## config.mk

```make
export PLATFORM = sky130hd
export DESIGN_NAME = hsv_to_grb_pixel_convert_flat
export DESIGN_NICKNAME = d
export VERILOG_FILES = /design/src/rtl/hgc_pkg.sv /design/src/rtl/hgc_hsv_if.sv /design/src/rtl/hgc_grb_if.sv /design/src/rtl/hgc_front.sv /design/src/rtl/hgc_level.sv /design/src/rtl/hgc_mix.sv /design/src/rtl/hsv_to_grb_pixel_convert.sv /design/src/flat_wrapper.sv
export VERILOG_INCLUDE_DIRS = /design/src /design/src/rtl
export SDC_FILE = /design/constraint.sdc
export NUM_CORES = 1
export LEC_CHECK = 0
export ABC_AREA = 1
export BUFFER_PORTS_ARGS = -buffer_cell sky130_fd_sc_hd__buf_4
export CORE_ASPECT_RATIO = 0.75
export CORE_UTILIZATION = 30
export DETAILED_ROUTE_END_ITERATION = 6
export PLACE_DENSITY = 0.42
export SLEW_MARGIN = 20
export SYNTH_ARGS = -nofsm -noshare
export SYNTH_HDL_FRONTEND = slang
export SYNTH_SLANG_ARGS = --single-unit
```

## constraint.sdc

```tcl
create_clock -name clk -period 7.6 [get_ports clk]
set_input_delay 0.38 -clock clk [delete_from_list [all_inputs] [get_ports clk]]
set_output_delay 0.38 -clock clk [all_outputs]
set_load 0.005 [all_outputs]
```

## src/rtl/assert_macros.svh

```systemverilog
// Assertion macros shared by the front and level modules of the pixel converter.
`ifndef ASSERT_MACROS_SVH
`define ASSERT_MACROS_SVH
`ifndef ASSERT_OFF
// Property must hold at every clock edge outside reset.
`define HGC_ASSERT(label, prop, msg) \
  label: assert property (@(posedge clk) disable iff (!rst_n) prop) else $error(msg);
// Condition must never be true at a clock edge outside reset.
`define HGC_NEVER(label, cond, msg) \
  label: assert property (@(posedge clk) disable iff (!rst_n) !(cond)) else $error(msg);
`else
`define HGC_ASSERT(label, prop, msg)
`define HGC_NEVER(label, cond, msg)
`endif
`endif

```

## src/rtl/hgc_pkg.sv

```systemverilog
// Package with widths, constants, stage payload types and helper functions.
`default_nettype none
package hgc_pkg;

  localparam int HUE_W  = 16;
  localparam int PCT_W  = 7;
  localparam int LVL_W  = 8;
  localparam int HMOD_W = 9;
  localparam int FRAC_W = 6;
  localparam int QUO_W  = 8;
  localparam int PRODB_W = 15;
  localparam int PRODR_W = 14;

  localparam logic [PCT_W-1:0] PCT_FULL = 7'd100;
  localparam int HUE_TURN   = 360;
  localparam int HUE_SECTOR = 60;

  // Reciprocals for exact floor division by constants over the value ranges used here.
  localparam logic [15:0] RECIP_360 = 16'd46604;  // (x * RECIP_360) >> 24, x < 65536
  localparam logic [13:0] RECIP_100 = 14'd10486;  // (x * RECIP_100) >> 20, x <= 25500
  localparam logic [14:0] RECIP_60  = 15'd17477;  // (x * RECIP_60) >> 20, x <= 15045

  typedef enum logic [2:0] {
    SEC_RED_YEL = 3'd0,
    SEC_YEL_GRN = 3'd1,
    SEC_GRN_CYN = 3'd2,
    SEC_CYN_BLU = 3'd3,
    SEC_BLU_MAG = 3'd4,
    SEC_MAG_RED = 3'd5
  } sector_t;

  typedef struct packed {
    logic [HUE_W-1:0]   hue;
    logic [QUO_W-1:0]   quo;
    logic [PCT_W-1:0]   sat;
    logic [PRODB_W-1:0] v255;
  } s1_t;

  typedef struct packed {
    logic [HMOD_W-1:0] hmod;
    logic [PCT_W-1:0]  sat;
    logic [LVL_W-1:0]  top;
  } s2_t;

  typedef struct packed {
    logic [LVL_W-1:0]   top;
    logic [PRODB_W-1:0] prod_b;
    sector_t            sector;
    logic [FRAC_W-1:0]  frac;
  } s3_t;

  typedef struct packed {
    logic [LVL_W-1:0]  top;
    logic [LVL_W-1:0]  bottom;
    sector_t           sector;
    logic [FRAC_W-1:0] frac;
  } s4_t;

  typedef struct packed {
    logic [LVL_W-1:0]   top;
    logic [LVL_W-1:0]   bottom;
    sector_t            sector;
    logic [PRODR_W-1:0] prod_r;
  } s5_t;

  typedef struct packed {
    logic [LVL_W-1:0] green;
    logic [LVL_W-1:0] red;
    logic [LVL_W-1:0] blue;
  } grb_t;

  function automatic logic [PCT_W-1:0] clamp_pct(input logic [PCT_W-1:0] p);
    return (p > PCT_FULL) ? PCT_FULL : p;
  endfunction

  function automatic logic [LVL_W-1:0] div100(input logic [PRODB_W-1:0] x);
    logic [28:0] p;
    p = 29'(x) * 29'(RECIP_100);
    return p[27:20];
  endfunction

  function automatic logic [LVL_W-1:0] div60(input logic [PRODR_W-1:0] x);
    logic [28:0] p;
    p = 29'(x) * 29'(RECIP_60);
    return p[27:20];
  endfunction

endpackage
`default_nettype wire

```

## src/rtl/hgc_hsv_if.sv

```systemverilog
// Input channel interface: one HSV colour per transaction.
`default_nettype none
interface hgc_hsv_if;
  import hgc_pkg::*;
  logic             valid;
  logic             ready;
  logic [HUE_W-1:0] hue;
  logic [PCT_W-1:0] saturation;
  logic [PCT_W-1:0] brightness;
  modport source (output valid, output hue, output saturation, output brightness,
                  input ready);
  modport sink   (input valid, input hue, input saturation, input brightness,
                  output ready);
endinterface
`default_nettype wire

```

## src/rtl/hgc_grb_if.sv

```systemverilog
// Result channel interface: one green, red, blue byte triple per transaction.
`default_nettype none
interface hgc_grb_if;
  import hgc_pkg::*;
  logic             valid;
  logic             ready;
  logic [LVL_W-1:0] green;
  logic [LVL_W-1:0] red;
  logic [LVL_W-1:0] blue;
  modport source (output valid, output green, output red, output blue, input ready);
  modport sink   (input valid, input green, input red, input blue, output ready);
endinterface
`default_nettype wire

```

## src/rtl/hgc_front.sv

```systemverilog
// Stages one and two: hue reduction modulo 360, percent clamping and the top level.
`default_nettype none
`include "assert_macros.svh"
module hgc_front (
  input  logic                           clk,
  input  logic                           rst_n,
  input  logic                           up_valid,
  output logic                           up_ready,
  input  logic [hgc_pkg::HUE_W-1:0]      up_hue,
  input  logic [hgc_pkg::PCT_W-1:0]      up_sat,
  input  logic [hgc_pkg::PCT_W-1:0]      up_val,
  output logic                           dn_valid,
  input  logic                           dn_ready,
  output hgc_pkg::s2_t                   dn_data
);
  import hgc_pkg::*;

  logic v1_r, v2_r;
  logic rdy1, rdy2;
  s1_t  s1_r, s1_nxt;
  s2_t  s2_r, s2_nxt;
  logic [31:0]        qprod;
  logic [PCT_W-1:0]   val_c;
  logic [HUE_W:0]     hm_full;

  assign rdy2     = !v2_r || dn_ready;
  assign rdy1     = !v1_r || rdy2;
  assign up_ready = rdy1;
  assign dn_valid = v2_r;
  assign dn_data  = s2_r;

  // Stage one: quotient of hue by 360 through its reciprocal, v * 255 by shift and subtract.
  always_comb begin
    qprod        = 32'(up_hue) * 32'(RECIP_360);
    val_c        = clamp_pct(up_val);
    s1_nxt.hue   = up_hue;
    s1_nxt.quo   = qprod[31:24];
    s1_nxt.sat   = clamp_pct(up_sat);
    s1_nxt.v255  = {val_c, 8'b0} - PRODB_W'(val_c);
  end

  // Stage two: remainder of the hue and the top level.
  always_comb begin
    hm_full     = {1'b0, s1_r.hue} - (17'(s1_r.quo) * 17'(HUE_TURN));
    s2_nxt.hmod = hm_full[HMOD_W-1:0];
    s2_nxt.sat  = s1_r.sat;
    s2_nxt.top  = div100(s1_r.v255);
  end

  always_ff @(posedge clk) begin
    if (!rst_n) begin
      v1_r <= 1'b0;
      v2_r <= 1'b0;
    end else begin
      if (rdy1) v1_r <= up_valid;
      if (rdy2) v2_r <= v1_r;
    end
  end

  always_ff @(posedge clk) begin
    if (rdy1 && up_valid) s1_r <= s1_nxt;
    if (rdy2 && v1_r) s2_r <= s2_nxt;
  end

  `HGC_ASSERT(a_hmod_range, v2_r |-> (s2_r.hmod < 9'(HUE_TURN)), "hue remainder out of range")
  `HGC_ASSERT(a_top_range, v2_r |-> (s2_r.top <= 8'd255 && s2_r.sat <= PCT_FULL),
              "stage two levels out of range")

endmodule
`default_nettype wire

```

## src/rtl/hgc_level.sv

```systemverilog
// Stages three and four: sector split, bottom level product and division.
`default_nettype none
`include "assert_macros.svh"
module hgc_level (
  input  logic         clk,
  input  logic         rst_n,
  input  logic         up_valid,
  output logic         up_ready,
  input  hgc_pkg::s2_t up_data,
  output logic         dn_valid,
  input  logic         dn_ready,
  output hgc_pkg::s4_t dn_data
);
  import hgc_pkg::*;

  logic v3_r, v4_r;
  logic rdy3, rdy4;
  s3_t  s3_r, s3_nxt;
  s4_t  s4_r, s4_nxt;
  logic [HMOD_W-1:0] base;
  sector_t           sec;

  assign rdy4     = !v4_r || dn_ready;
  assign rdy3     = !v3_r || rdy4;
  assign up_ready = rdy3;
  assign dn_valid = v4_r;
  assign dn_data  = s4_r;

  // Stage three: sector by comparing against the sector bounds, and top * (100 - s).
  always_comb begin
    if (up_data.hmod < 9'(HUE_SECTOR)) begin
      sec = SEC_RED_YEL; base = 9'd0;
    end else if (up_data.hmod < 9'(2 * HUE_SECTOR)) begin
      sec = SEC_YEL_GRN; base = 9'(HUE_SECTOR);
    end else if (up_data.hmod < 9'(3 * HUE_SECTOR)) begin
      sec = SEC_GRN_CYN; base = 9'(2 * HUE_SECTOR);
    end else if (up_data.hmod < 9'(4 * HUE_SECTOR)) begin
      sec = SEC_CYN_BLU; base = 9'(3 * HUE_SECTOR);
    end else if (up_data.hmod < 9'(5 * HUE_SECTOR)) begin
      sec = SEC_BLU_MAG; base = 9'(4 * HUE_SECTOR);
    end else begin
      sec = SEC_MAG_RED; base = 9'(5 * HUE_SECTOR);
    end
    s3_nxt.top    = up_data.top;
    s3_nxt.prod_b = PRODB_W'(up_data.top) * PRODB_W'(PCT_FULL - up_data.sat);
    s3_nxt.sector = sec;
    s3_nxt.frac   = FRAC_W'(up_data.hmod - base);
  end

  // Stage four: bottom level.
  always_comb begin
    s4_nxt.top    = s3_r.top;
    s4_nxt.bottom = div100(s3_r.prod_b);
    s4_nxt.sector = s3_r.sector;
    s4_nxt.frac   = s3_r.frac;
  end

  always_ff @(posedge clk) begin
    if (!rst_n) begin
      v3_r <= 1'b0;
      v4_r <= 1'b0;
    end else begin
      if (rdy3) v3_r <= up_valid;
      if (rdy4) v4_r <= v3_r;
    end
  end

  always_ff @(posedge clk) begin
    if (rdy3 && up_valid) s3_r <= s3_nxt;
    if (rdy4 && v3_r) s4_r <= s4_nxt;
  end

  `HGC_ASSERT(a_bottom_le_top, v4_r |-> (s4_r.bottom <= s4_r.top), "bottom above top")
  `HGC_ASSERT(a_frac_range, v4_r |-> (s4_r.frac < 6'(HUE_SECTOR)), "hue offset out of range")
  `HGC_ASSERT(a_stall_keeps, (v4_r && !dn_ready) |=> (v4_r && $stable(s4_r)),
              "stalled stage four lost its transaction")

endmodule
`default_nettype wire

```

## src/rtl/hgc_mix.sv

```systemverilog
// Stages five and six: ramp product, ramp division and the per-sector channel mux.
`default_nettype none
module hgc_mix (
  input  logic         clk,
  input  logic         rst_n,
  input  logic         up_valid,
  output logic         up_ready,
  input  hgc_pkg::s4_t up_data,
  output logic         dn_valid,
  input  logic         dn_ready,
  output hgc_pkg::grb_t dn_data
);
  import hgc_pkg::*;

  logic v5_r, v6_r;
  logic rdy5, rdy6;
  s5_t  s5_r, s5_nxt;
  grb_t out_r, out_nxt;
  logic [LVL_W-1:0] ramp, up, down, top, bot;

  assign rdy6     = !v6_r || dn_ready;
  assign rdy5     = !v5_r || rdy6;
  assign up_ready = rdy5;
  assign dn_valid = v6_r;
  assign dn_data  = out_r;

  always_comb begin
    s5_nxt.top    = up_data.top;
    s5_nxt.bottom = up_data.bottom;
    s5_nxt.sector = up_data.sector;
    s5_nxt.prod_r = PRODR_W'(up_data.top - up_data.bottom) * PRODR_W'(up_data.frac);
  end

  always_comb begin
    top  = s5_r.top;
    bot  = s5_r.bottom;
    ramp = div60(s5_r.prod_r);
    up   = bot + ramp;
    down = top - ramp;
    case (s5_r.sector)
      SEC_RED_YEL: begin out_nxt.red = top;  out_nxt.green = up;   out_nxt.blue = bot;  end
      SEC_YEL_GRN: begin out_nxt.red = down; out_nxt.green = top;  out_nxt.blue = bot;  end
      SEC_GRN_CYN: begin out_nxt.red = bot;  out_nxt.green = top;  out_nxt.blue = up;   end
      SEC_CYN_BLU: begin out_nxt.red = bot;  out_nxt.green = down; out_nxt.blue = top;  end
      SEC_BLU_MAG: begin out_nxt.red = up;   out_nxt.green = bot;  out_nxt.blue = top;  end
      default:     begin out_nxt.red = top;  out_nxt.green = bot;  out_nxt.blue = down; end
    endcase
  end

  always_ff @(posedge clk) begin
    if (!rst_n) begin
      v5_r <= 1'b0;
      v6_r <= 1'b0;
    end else begin
      if (rdy5) v5_r <= up_valid;
      if (rdy6) v6_r <= v5_r;
    end
  end

  always_ff @(posedge clk) begin
    if (rdy5 && up_valid) s5_r <= s5_nxt;
    if (rdy6 && v5_r) out_r <= out_nxt;
  end

endmodule
`default_nettype wire

```

## src/rtl/hsv_to_grb_pixel_convert.sv

```systemverilog
// Top level of the HSV to GRB pixel converter: six-stage pipeline with handshakes.
//
// The input channel in_pix carries one HSV colour per transaction: a 16-bit hue
// in degrees that is reduced modulo 360, and saturation and brightness percents
// that saturate at 100. The result channel out_pix returns the green, red and
// blue bytes of that colour, in the order the LED strip expects, one result
// transaction for each input transaction and in the same order.
// The pipeline has six register stages. One pixel is accepted in every cycle
// while the receiver keeps out_pix.ready high. Each stage holds one multiplier,
// either a constant-reciprocal divide (by 360, 100, 100 and 60) or a plain
// product, and stage two also multiplies the quotient by 360; the multipliers
// set the stage depth.
// Each stage carries its own valid bit. When the receiver holds out_pix.ready
// low, the last stage keeps its result and the stages behind it close up any
// empty slots before in_pix.ready drops, so no transaction is lost or repeated.
// The synchronous reset clears all valid bits; the stage data registers are not reset.
`default_nettype none
module hsv_to_grb_pixel_convert (
  input  logic     clk,
  input  logic     rst_n,
  hgc_hsv_if.sink  in_pix,
  hgc_grb_if.source out_pix
);
  import hgc_pkg::*;

  // Handshakes between the three stage pairs.
  logic f_valid, f_ready;
  logic l_valid, l_ready;
  s2_t  f_data;
  s4_t  l_data;
  grb_t m_data;

  // Hue reduction, percent clamping and top level.
  hgc_front u_front (
    .clk      (clk),
    .rst_n    (rst_n),
    .up_valid (in_pix.valid),
    .up_ready (in_pix.ready),
    .up_hue   (in_pix.hue),
    .up_sat   (in_pix.saturation),
    .up_val   (in_pix.brightness),
    .dn_valid (f_valid),
    .dn_ready (f_ready),
    .dn_data  (f_data)
  );

  // Sector selection and bottom level.
  hgc_level u_level (
    .clk      (clk),
    .rst_n    (rst_n),
    .up_valid (f_valid),
    .up_ready (f_ready),
    .up_data  (f_data),
    .dn_valid (l_valid),
    .dn_ready (l_ready),
    .dn_data  (l_data)
  );

  // Ramp computation and the final output register.
  hgc_mix u_mix (
    .clk      (clk),
    .rst_n    (rst_n),
    .up_valid (l_valid),
    .up_ready (l_ready),
    .up_data  (l_data),
    .dn_valid (out_pix.valid),
    .dn_ready (out_pix.ready),
    .dn_data  (m_data)
  );

  assign out_pix.green = m_data.green;
  assign out_pix.red   = m_data.red;
  assign out_pix.blue  = m_data.blue;

endmodule
`default_nettype wire
```

## src/flat_wrapper.sv

```systemverilog
// flat-port wrapper written by rule: the top's interface ports become plain ports
module hsv_to_grb_pixel_convert_flat import hgc_pkg::*;
  (clk, rst_n, in_pix_valid, in_pix_hue, in_pix_saturation, in_pix_brightness, in_pix_ready, out_pix_valid, out_pix_green, out_pix_red, out_pix_blue, out_pix_ready);
  hgc_hsv_if in_pix_i ();
  hgc_grb_if out_pix_i ();
  input  logic clk;
  input  logic rst_n;
  input wire logic [$bits(in_pix_i.valid)-1:0] in_pix_valid;
  input wire logic [$bits(in_pix_i.hue)-1:0] in_pix_hue;
  input wire logic [$bits(in_pix_i.saturation)-1:0] in_pix_saturation;
  input wire logic [$bits(in_pix_i.brightness)-1:0] in_pix_brightness;
  output wire logic [$bits(in_pix_i.ready)-1:0] in_pix_ready;
  output wire logic [$bits(out_pix_i.valid)-1:0] out_pix_valid;
  output wire logic [$bits(out_pix_i.green)-1:0] out_pix_green;
  output wire logic [$bits(out_pix_i.red)-1:0] out_pix_red;
  output wire logic [$bits(out_pix_i.blue)-1:0] out_pix_blue;
  input wire logic [$bits(out_pix_i.ready)-1:0] out_pix_ready;
  assign in_pix_i.valid = in_pix_valid;
  assign in_pix_i.hue = in_pix_hue;
  assign in_pix_i.saturation = in_pix_saturation;
  assign in_pix_i.brightness = in_pix_brightness;
  assign in_pix_ready = in_pix_i.ready;
  assign out_pix_valid = out_pix_i.valid;
  assign out_pix_green = out_pix_i.green;
  assign out_pix_red = out_pix_i.red;
  assign out_pix_blue = out_pix_i.blue;
  assign out_pix_i.ready = out_pix_ready;
  hsv_to_grb_pixel_convert u_core (.clk(clk), .rst_n(rst_n), .in_pix(in_pix_i), .out_pix(out_pix_i));
endmodule
```

Yosys cells after proc, flatten, opt, wreduce, memory -nomap -nowiden
Cells that the tools add are included.
{"block": "totals", "reg_bits": 183, "input_bits": 34, "output_inout_bits": 26, "elab_cells": 87}
{"block": "classes", "add_sub_neg": 7, "n_mul": 7, "order_cmp": 7, "n_eq_ne": 4, "mux": 11, "reduce_logical": 21}
{"op": "24-bit one-hot mux with 5 select lines", "count": 1}
{"op": "15-bit by 13-bit multiplier with 27-bit output, second input constant", "count": 2}
{"op": "16-bit by 14-bit multiplier with 30-bit output, second input constant", "count": 1}
{"op": "14-bit by 15-bit multiplier with 28-bit output, second input constant", "count": 1}
{"op": "6-bit two-way mux", "count": 4}
{"op": "9-bit by 8-bit < comparator with 1-bit output, second input constant", "count": 2}
{"op": "9-bit by 8-bit multiplier with 15-bit output", "count": 1}
{"op": "15-bit by 7-bit subtractor with 15-bit output", "count": 1}
{"op": "7-bit greater-than comparator, second input constant", "count": 2}
{"op": "9-bit by 7-bit multiplier with 14-bit output", "count": 1}
{"op": "9-bit by 6-bit < comparator with 1-bit output, second input constant", "count": 1}
{"op": "9-bit by 7-bit < comparator with 1-bit output, second input constant", "count": 1}
{"op": "9-bit < comparator, second input constant", "count": 1}
{"op": "8-bit by 8-bit subtractor with 9-bit output", "count": 1}
{"op": "9-bit subtractor", "count": 1}
{"op": "8-bit adder", "count": 1}
{"op": "8-bit by 6-bit multiplier with 6-bit output, second input constant", "count": 1}
{"op": "7-bit by 7-bit subtractor with 8-bit output, first input constant", "count": 1}
{"op": "8-bit subtractor", "count": 1}
{"op": "7-bit two-way mux", "count": 1}
{"op": "3-bit by 2-bit equality test with 1-bit output, second input constant", "count": 2}
{"op": "1-bit logical AND", "count": 6}
{"op": "1-bit logical NOT", "count": 6}
{"op": "1-bit logical OR", "count": 6}
{"op": "9 further kinds", "count": 11}

Depth between registers and ports, before layout
Gate-level depths: netlist (run 1).
{"block": "depth", "word_depth": 8, "depth_mapped": 35, "depth_no_buf": 35}

Modules after synthesis
A second synthesis (run 1) with hierarchy kept.
{"block": "hier_totals", "hier_cells": 3150, "hier_area_um2": 26711.9}
{"module": "hgc_front", "n_inst": 1, "cells_per_inst": 1338, "area_each_um2": 10837.9, "seq_area_each_um2": 1871.8}
{"module": "hgc_level", "n_inst": 1, "cells_per_inst": 938, "area_each_um2": 8381.8, "seq_area_each_um2": 1751.7}
{"module": "hgc_mix", "n_inst": 1, "cells_per_inst": 874, "area_each_um2": 7492.2, "seq_area_each_um2": 1751.7}

Worst setup path before layout (run 1)
Ideal clock, no wire load.
{"block": "synth_timing", "kind": "reg-to-reg", "from": "reg u_core.u_mix.s5_r[11] (netlist name)", "to": "reg u_core.u_mix.out_r (netlist bit u_core.u_mix.dn_data[21]) (data pin)", "setup_time_ns": 0.255, "arrival_time_ns": 5.001, "t_required_ns": 7.345, "setup_slack_ns": 2.344, "stages_incl_launch_ff": 25, "path_buffers": 0, "synth_period_minus_slack_ns": 5.256, "cell_sequence": "edfxtp_1 ha_1 fa_1 fa_1 fa_1 fa_1 ha_1 a21oi_1 o21ai_0 a21oi_1 and3_4 xor2_1 inv_1 ha_1 nand3b_1 nand2_1 nand2_1 nand2_1 nand2_1 nand2_1 or2_2 nand3_1 nand3_1 o21ai_0 inv_1"}
{"item": "start: declaration", "line": "hgc_mix.sv:17", "source": "s5_t s5_r, s5_nxt;"}
{"item": "start signal: assignment", "line": "hgc_mix.sv:61", "source": "if (rdy5 && up_valid) s5_r <= s5_nxt;"}
{"item": "end signal: assignment", "line": "hgc_mix.sv:62", "source": "if (rdy6 && v5_r) out_r <= out_nxt;"}
{"item": "end: declaration", "line": "hgc_mix.sv:18", "source": "grb_t out_r, out_nxt;"}

==> flow_metrics.env, run 1 <==
export IMPL_h_tree_depth=4
export IMPL_route_vias_total=17300
export IMPL_layout_cells_non_filler=3893
export IMPL_stdcell_area_mm2=0.0275
export IMPL_grt_pass1_vias=18500
export IMPL_ys_dominant_reg_cell="sky130_fd_sc_hd__edfxtp_1"
export IMPL_synth_seq_area_share_pct=21.5
export IMPL_criticalPathCategory="reg2reg"
export IMPL_clock_sinks=181
export IMPL_wl_per_cell_um=15.2
export IMPL_floorplan_core_area_mm2=0.0824
export IMPL_synth_commonest_cells="sky130_fd_sc_hd__inv_1, sky130_fd_sc_hd__ha_1, sky130_fd_sc_hd__nand2_1"
export IMPL_filler_cell_count=8632
export IMPL_first_pass_iters=7
export IMPL_timing_critical_path_arrival_ns=6.10
export IMPL_whs_path_depth=1
export IMPL_area_growth_synth_to_final_pct=9.88
export IMPL_synthDominantCellAreaShare_pct=24.2
export IMPL_synth_edff_count=175
export IMPL_design_final_nets=3567
export IMPL_grt_pass1_wl_mm=97.9
export IMPL_synth_nets=3491
export IMPL_place_gp_congestion=0.834
export IMPL_pin_count=60
export IMPL_cts_root_to_sink_buffers=2
export IMPL_synth_area_per_cell_um2=9.32
export IMPL_setup_worst_path_start_class="flip-flop"
export IMPL_cts_tree="yes"
export IMPL_synthCells=2688
export IMPL_synth_async_sr_flop_share_pct=0
export IMPL_maxClockFrequency_mhz=170
export IMPL_end_kind="flip-flop"
export IMPL_netlist_top_cells_area="sky130_fd_sc_hd__ha_1, sky130_fd_sc_hd__fa_1, sky130_fd_sc_hd__edfxtp_1"
export IMPL_clk_insertion_delay_late_ns=0.47
export IMPL_max_cap_violations=0
export IMPL_setup_violations=0
export IMPL_postCtsSetupBuffers=0
export IMPL_most_frequent_cell_after_synthesis="sky130_fd_sc_hd__inv_1"
export IMPL_outcome="complete, no violations"
export IMPL_drt_first_iter_violations=814
export IMPL_layout_worst_path_cycle_share_pct=77.3
export IMPL_dpl_hpwl_mm=51.6
export IMPL_worst_pin_slew_ns=0.984
export IMPL_setup_total_negative_slack_ns=0
export IMPL_slew_violations=0
export IMPL_ctsResizeCount=0
export IMPL_final_setup_worst_slack_ns=1.72
export IMPL_ff_to_ff_path_depth=22
export IMPL_synth_warning_count=0
export IMPL_tritoncts_num_buffers=17
export IMPL_vias_per_cell=4.43
export IMPL_grt_start_max_net_pins=34
export IMPL_fp_dieW_um=336
export IMPL_ys_seq_elements=181
export IMPL_rsz0062_at_grt="no"
export IMPL_pre_cts_ws_ns=1.76
export IMPL_mappedNetlistArea_mm2=0.0251
export IMPL_detailed_place_area_mm2=0.0269
export IMPL_synth_cell_types=50
export IMPL_globalRoute_totalOverflow=0
export IMPL_number_of_antenna_violations_at_the_first_check_in_global_routing=0
export IMPL_cp_data_required_time_ns=7.82
export IMPL_final_hold_violation_count=0
export IMPL_min_path_type="in2reg"
export IMPL_maxSlewHeadroom_pct=34.3
export IMPL_dieArea_mm2=0.0847
export IMPL_postCtsHoldBufs=0
export IMPL_yosys_area_top_type="sky130_fd_sc_hd__ha_1"
export IMPL_num_antenna_cells=0
export IMPL_post_placement_cell_count=3861
export IMPL_initial_utilization_pct=30.4
export IMPL_port_buffer_count=59
export IMPL_num_rows=91
export IMPL_route_antenna_remaining_nets=0
export IMPL_critical_path_fanout_max=4
export IMPL_clkTransAtPathRegs_ns=0.08
export IMPL_skew_ns=0.0265
export IMPL_fin_crit_ns=5.88
export IMPL_groute_usage_overall_pct=14.6
export IMPL_clock_root_buffer="sky130_fd_sc_hd__clkbuf_16"
export IMPL_drc_errors=0
export IMPL_share_of_final_layout_standard_cells_stronger_than_drive_strength_1_pct=5.44
export IMPL_die_h_um=252
export IMPL_drt_total_wl_mm=59.2
[flip-flops by register name (all words and copies together) (netlist names), 8 cells and up]
| signal | cells |
|---|---|
| u_core.u_mix.top | 8 |
| u_core.u_mix.dn_data | 24 |
| u_core.u_front.s1_r | 37 |
| u_core.u_mix.s5_r | 17 |
| u_core.u_level.dn_data | 25 |
| u_core.u_mix.bot | 8 |
| u_core.u_level.s3_r | 32 |
| u_core.u_front.dn_data | 24 |
[final timing paths]
kind	slack [ns]	from	endpoint
worst max-delay path	1.72	u_core.u_mix.s5_r[11]$_DFFE_PP_	u_core.u_mix.dn_data[22]$_DFFE_PP_
worst min-delay path	0.09	in_pix_saturation[5]	u_core.u_front.s1_r[20]$_SDFFCE_PN1P_
worst max register to register	1.72	u_core.u_mix.s5_r[11]$_DFFE_PP_	u_core.u_mix.dn_data[22]$_DFFE_PP_
worst min register to register	0.41	u_core.u_level.dn_data[8]$_DFFE_PP_	u_core.u_mix.s5_r[16]$_DFFE_PP_
[logic make-up (layout without fill, tap and decap cells)]
| logic type | Yosys count | count (layout) | synth area share (%) |
|---|---|---|---|
| compound gates | 259 | 259 | 6.07 |
| xor+xnor | 97 | 97 | 3.39 |
| fa+ha+maj | 769 | 769 | 47.0 |
| buf+inv | 703 | 792 | 10.5 |
| flops | 181 | 181 | 21.5 |
| simple gates | 679 | 679 | 11.6 |
[metrics by stage]
| step | hold WS [ns] | utilization (%) |
|---|---|---|
| floorplan | 0.400 | - |
| global placement | 0.405 | 32.6 |
| detailed placement | 0.405 | 32.6 |
| CTS | 0.0652 | 33.4 |
| global route | 0.0642 | 33.4 |
| finish | 0.0896 | 33.4 |
[routing by layer]
| layer | up-vias | share of wire [%] | GRT usage (%) |
|---|---|---|---|
| met1 | 8344 | 54 | 22.1 |
| met3 | 14 | 2.8 | 2.06 |
| met2 | 197 | 42 | 22.3 |
| met5 | - | 0 | 0 |
| met4 | 0 | 0.37 | 1.79 |
| li1 | 8698 | - | - |
[critical path, cell delays in order, from the launching register on]
cell and delay (ns):
sky130_fd_sc_hd__edfxtp_1 0.48, sky130_fd_sc_hd__ha_1 0.35, sky130_fd_sc_hd__fa_1 0.55, sky130_fd_sc_hd__fa_1 0.45, sky130_fd_sc_hd__fa_1 0.45, sky130_fd_sc_hd__fa_1 0.44, sky130_fd_sc_hd__ha_1 0.33, sky130_fd_sc_hd__nand2_1 0.08
sky130_fd_sc_hd__nor3_1 0.26, sky130_fd_sc_hd__nand4_1 0.12, sky130_fd_sc_hd__nand3_1 0.19, sky130_fd_sc_hd__xnor2_1 0.14, sky130_fd_sc_hd__inv_1 0.08, sky130_fd_sc_hd__ha_1 0.22, sky130_fd_sc_hd__fa_1 0.41, sky130_fd_sc_hd__o21ai_0 0.39
sky130_fd_sc_hd__nand2_1 0.09, sky130_fd_sc_hd__nand2_1 0.07, sky130_fd_sc_hd__a21oi_1 0.06, sky130_fd_sc_hd__xnor2_1 0.18, sky130_fd_sc_hd__nand2_1 0.08, sky130_fd_sc_hd__nand3_1 0.05, sky130_fd_sc_hd__nand3b_1 0.15
[cells in the final DEF (no fill, tap or decap), drive strengths merged, types with 8 or more instances in the layout]
| cell type | netlist | routed |
|---|---|---|
| inv | 695 | 702 |
| ha | 484 | 484 |
| nand2 | 386 | 386 |
| fa | 285 | 285 |
| edfxtp | 175 | 175 |
| nor2 | 159 | 159 |
| a21oi | 124 | 124 |
| nand3 | 71 | 71 |
| buf | 2 | 63 |
| xor2 | 61 | 61 |
| o21ai | 60 | 60 |
| xnor2 | 36 | 36 |
| nand4 | 22 | 22 |
| clkbuf | 4 | 18 |
| a21o | 17 | 17 |
| nor3 | 17 | 17 |
| or2 | 11 | 11 |
| a22oi | 10 | 10 |
| o2111ai | 9 | 9 |
| a31oi | 8 | 8 |
| clkinv | 2 | 8 |
[final cells by class]
cell class                      count  area [um^2]  share of cell area (%)
Inverter                          697         2620                    9.50
Clock inverter                     14          184                   0.668
Clock buffer                       18          429                    1.56
Timing Repair Buffer               63          473                    1.72
Multi-Input combinational cell   1804        17100                    61.9
Tap cell                         1116         1400                    5.07
Sequential cell                   181         5380                    19.5
Power of run 1 is left out: the tool's default activity adds up to more than one toggle a clock period on the data nets, which glitch-free logic cannot reach.
==> run 2, diff against run 1 <==
==> constraint.sdc (replaced) <==
create_clock -name clk -period 6 [get_ports clk]
set_input_delay 0.3 -clock clk [delete_from_list [all_inputs] [get_ports clk]]
set_output_delay 0.3 -clock clk [all_outputs]
set_load 0.005 [all_outputs]
==> flow_metrics.env, run 2 (synthesis results as in run 1) <==
export IMPL_outcome="complete, no violations"
export IMPL_setup_total_negative_slack_ns=0
export IMPL_min_path_type="in2reg"
export IMPL_clk_insertion_delay_late_ns=0.47
export IMPL_rsz0062_at_grt="yes"
export IMPL_largest_register="u_core.u_front.s1_r"
export IMPL_first_pass_iters=5
export IMPL_critical_path_startpoint="u_core.u_mix.s5_r[11]$_DFFE_PP_"
export IMPL_max_cap_violations=0
export IMPL_port_buffer_count=59
export IMPL_whs_path_depth=1
export IMPL_maxSlewHeadroom_pct=34.3
export IMPL_fin_crit_ns=5.63
export IMPL_grt_pass1_wl_mm=97.4
export IMPL_drc_errors=0
export IMPL_final_hold_violation_count=0
export IMPL_floorplan_core_area_mm2=0.0824
export IMPL_route_antenna_remaining_nets=0
export IMPL_skew_ns=0.0201
export IMPL_detailed_place_area_mm2=0.0269
export IMPL_globalRoute_totalOverflow=0
export IMPL_initial_utilization_pct=30.4
export IMPL_critical_path_max_stage_delay_ns=0.54
export IMPL_cp_data_required_time_ns=6.21
export IMPL_slowest_stage="sky130_fd_sc_hd__fa_1"
export IMPL_top_cell_by_count_worst_path="sky130_fd_sc_hd__fa_1"
export IMPL_groute_usage_overall_pct=14.5
export IMPL_worstPathBufferInverterCount=1
export IMPL_num_antenna_cells=0
export IMPL_fp_dieW_um=336
export IMPL_clock_sinks=181
export IMPL_num_rows=91
export IMPL_cts_tree="yes"
export IMPL_setup_violations=0
export IMPL_cts_root_to_sink_buffers=2
export IMPL_area_growth_synth_to_final_pct=10.2
export IMPL_maxClockFrequency_mhz=177
export IMPL_number_of_flip_flops_in_the_largest_register=37
export IMPL_hold_path_startpoint="in_pix_hue[1]"
export IMPL_die_h_um=252
export IMPL_tritoncts_num_buffers=17
export IMPL_commonest_non_fill_non_tap_cells_in_the_layout="sky130_fd_sc_hd__inv_1, sky130_fd_sc_hd__ha_1, sky130_fd_sc_hd__nand2_1, sky130_fd_sc_hd__fa_1, sky130_fd_sc_hd__edfxtp_1"
export IMPL_route_vias_total=17200
export IMPL_wl_per_cell_um=15.0
export IMPL_ff_to_ff_path_depth=22
export IMPL_cp_top_family="adder cells"
export IMPL_share_of_final_layout_standard_cells_stronger_than_drive_strength_1_pct=5.78
export IMPL_grtUsageMet2_pct=21.7
export IMPL_filler_cell_count=8640
export IMPL_setup_worst_path_start_class="flip-flop"
export IMPL_met3_usage_pct=1.99
export IMPL_grt_pass1_vias=18200
export IMPL_path_cells="ha_1, fa_1, fa_1, fa_1, fa_1, ha_1, nand2_1, o21ai_0, a21oi_1, nand3_2, xnor2_1, inv_1, ha_1, fa_1, o21ai_1, nand2_1, nand2_1, a21oi_1, xnor2_1, nand2_1, nand3_1, nand3b_1"
export IMPL_timing_critical_path_arrival_ns=5.84
export IMPL_worst_pin_slew_ns=0.985
export IMPL_pin_count=60
export IMPL_layout_cells_most_common="sky130_fd_sc_hd__inv_1"
export IMPL_clkTransAtPathRegs_ns=0.08
export IMPL_clock_root_buffer="sky130_fd_sc_hd__clkbuf_16"
export IMPL_criticalPathCategory="reg2reg"
export IMPL_drt_total_wl_mm=58.7
export IMPL_place_gp_congestion=0.831
export IMPL_globalRoute_busiestLayer="met1"
export IMPL_slew_violations=0
export IMPL_design_final_nets=3576
export IMPL_stdcell_area_mm2=0.0276
export IMPL_worst_reg2reg_path_startpoint="u_core.u_mix.s5_r[11]$_DFFE_PP_"
export IMPL_h_tree_depth=4
export IMPL_number_of_antenna_violations_at_the_first_check_in_global_routing=0
export IMPL_end_kind="flip-flop"
export IMPL_cp_num_cells=22
export IMPL_total_area_of_multi_input_combinational_cells_mm2=0.0171
export IMPL_vias_per_cell=4.40
export IMPL_layout_worst_path_cycle_share_pct=93.9
export IMPL_drt_first_iter_violations=778
export IMPL_register_area_mm2=0.00538
export IMPL_grt_met1_usage_pct=22.3
export IMPL_dpl_hpwl_mm=51.1
export IMPL_dieArea_mm2=0.0847
export IMPL_critical_path_fanout_max=3
export IMPL_grt_start_max_net_pins=34
run 2: metal layers:
metal	share of wire (%)	routed length, um	vias to the layer above
met1	55	32100	8234
li1	-	-	8718
met3	2.7	1570	25
met5	0	0	-
met4	0.68	401	0
met2	42	24600	196
run 2: area by class of cell:
type | instances | share of cell area, %
Tap cell | 1116 | 5.06
Clock buffer | 18 | 1.55
Sequential cell | 181 | 19.5
Multi-Input combinational cell | 1804 | 61.8
Inverter | 697 | 9.47
Clock inverter | 14 | 0.666
Timing Repair Buffer | 72 | 1.98
run 2: worst paths after layout:
path | to | slack, ns
hold / removal | u_core.u_front.s1_r[31]$_DFFE_PP_ | 0.08
setup reg to reg | u_core.u_mix.dn_data[22]$_DFFE_PP_ | 0.37
hold reg to reg | u_core.u_level.dn_data[23]$_DFFE_PP_ | 0.42
setup / recovery | u_core.u_mix.dn_data[22]$_DFFE_PP_ | 0.37
run 2: what timing repair did:
| action | 4_1_cts | 5_1_grt |
|---|---|---|
| buffers inserted | 0 | 4 |
| hold buffers | 2 | 0 |
| setup endpoints to repair | 0 | 14 |
| hold endpoints to repair | 2 | 0 |
| resized for setup | 0 | 4 |
run 2: stage by stage:
step,utilization (%),instances,hold WS (ns),worst slack (ns)
6_report,33.5,3902,0.0774,0.366
5_1_grt,33.5,3902,0.0577,-0.107
4_1_cts,33.4,3898,0.0476,0.130
3_5_place_dp,32.7,3864,0.405,0.158
3_3_place_gp,32.7,3864,0.406,0.236
2_1_floorplan,-,2688,0.399,0.744
Power of run 2 is left out for the same reason.
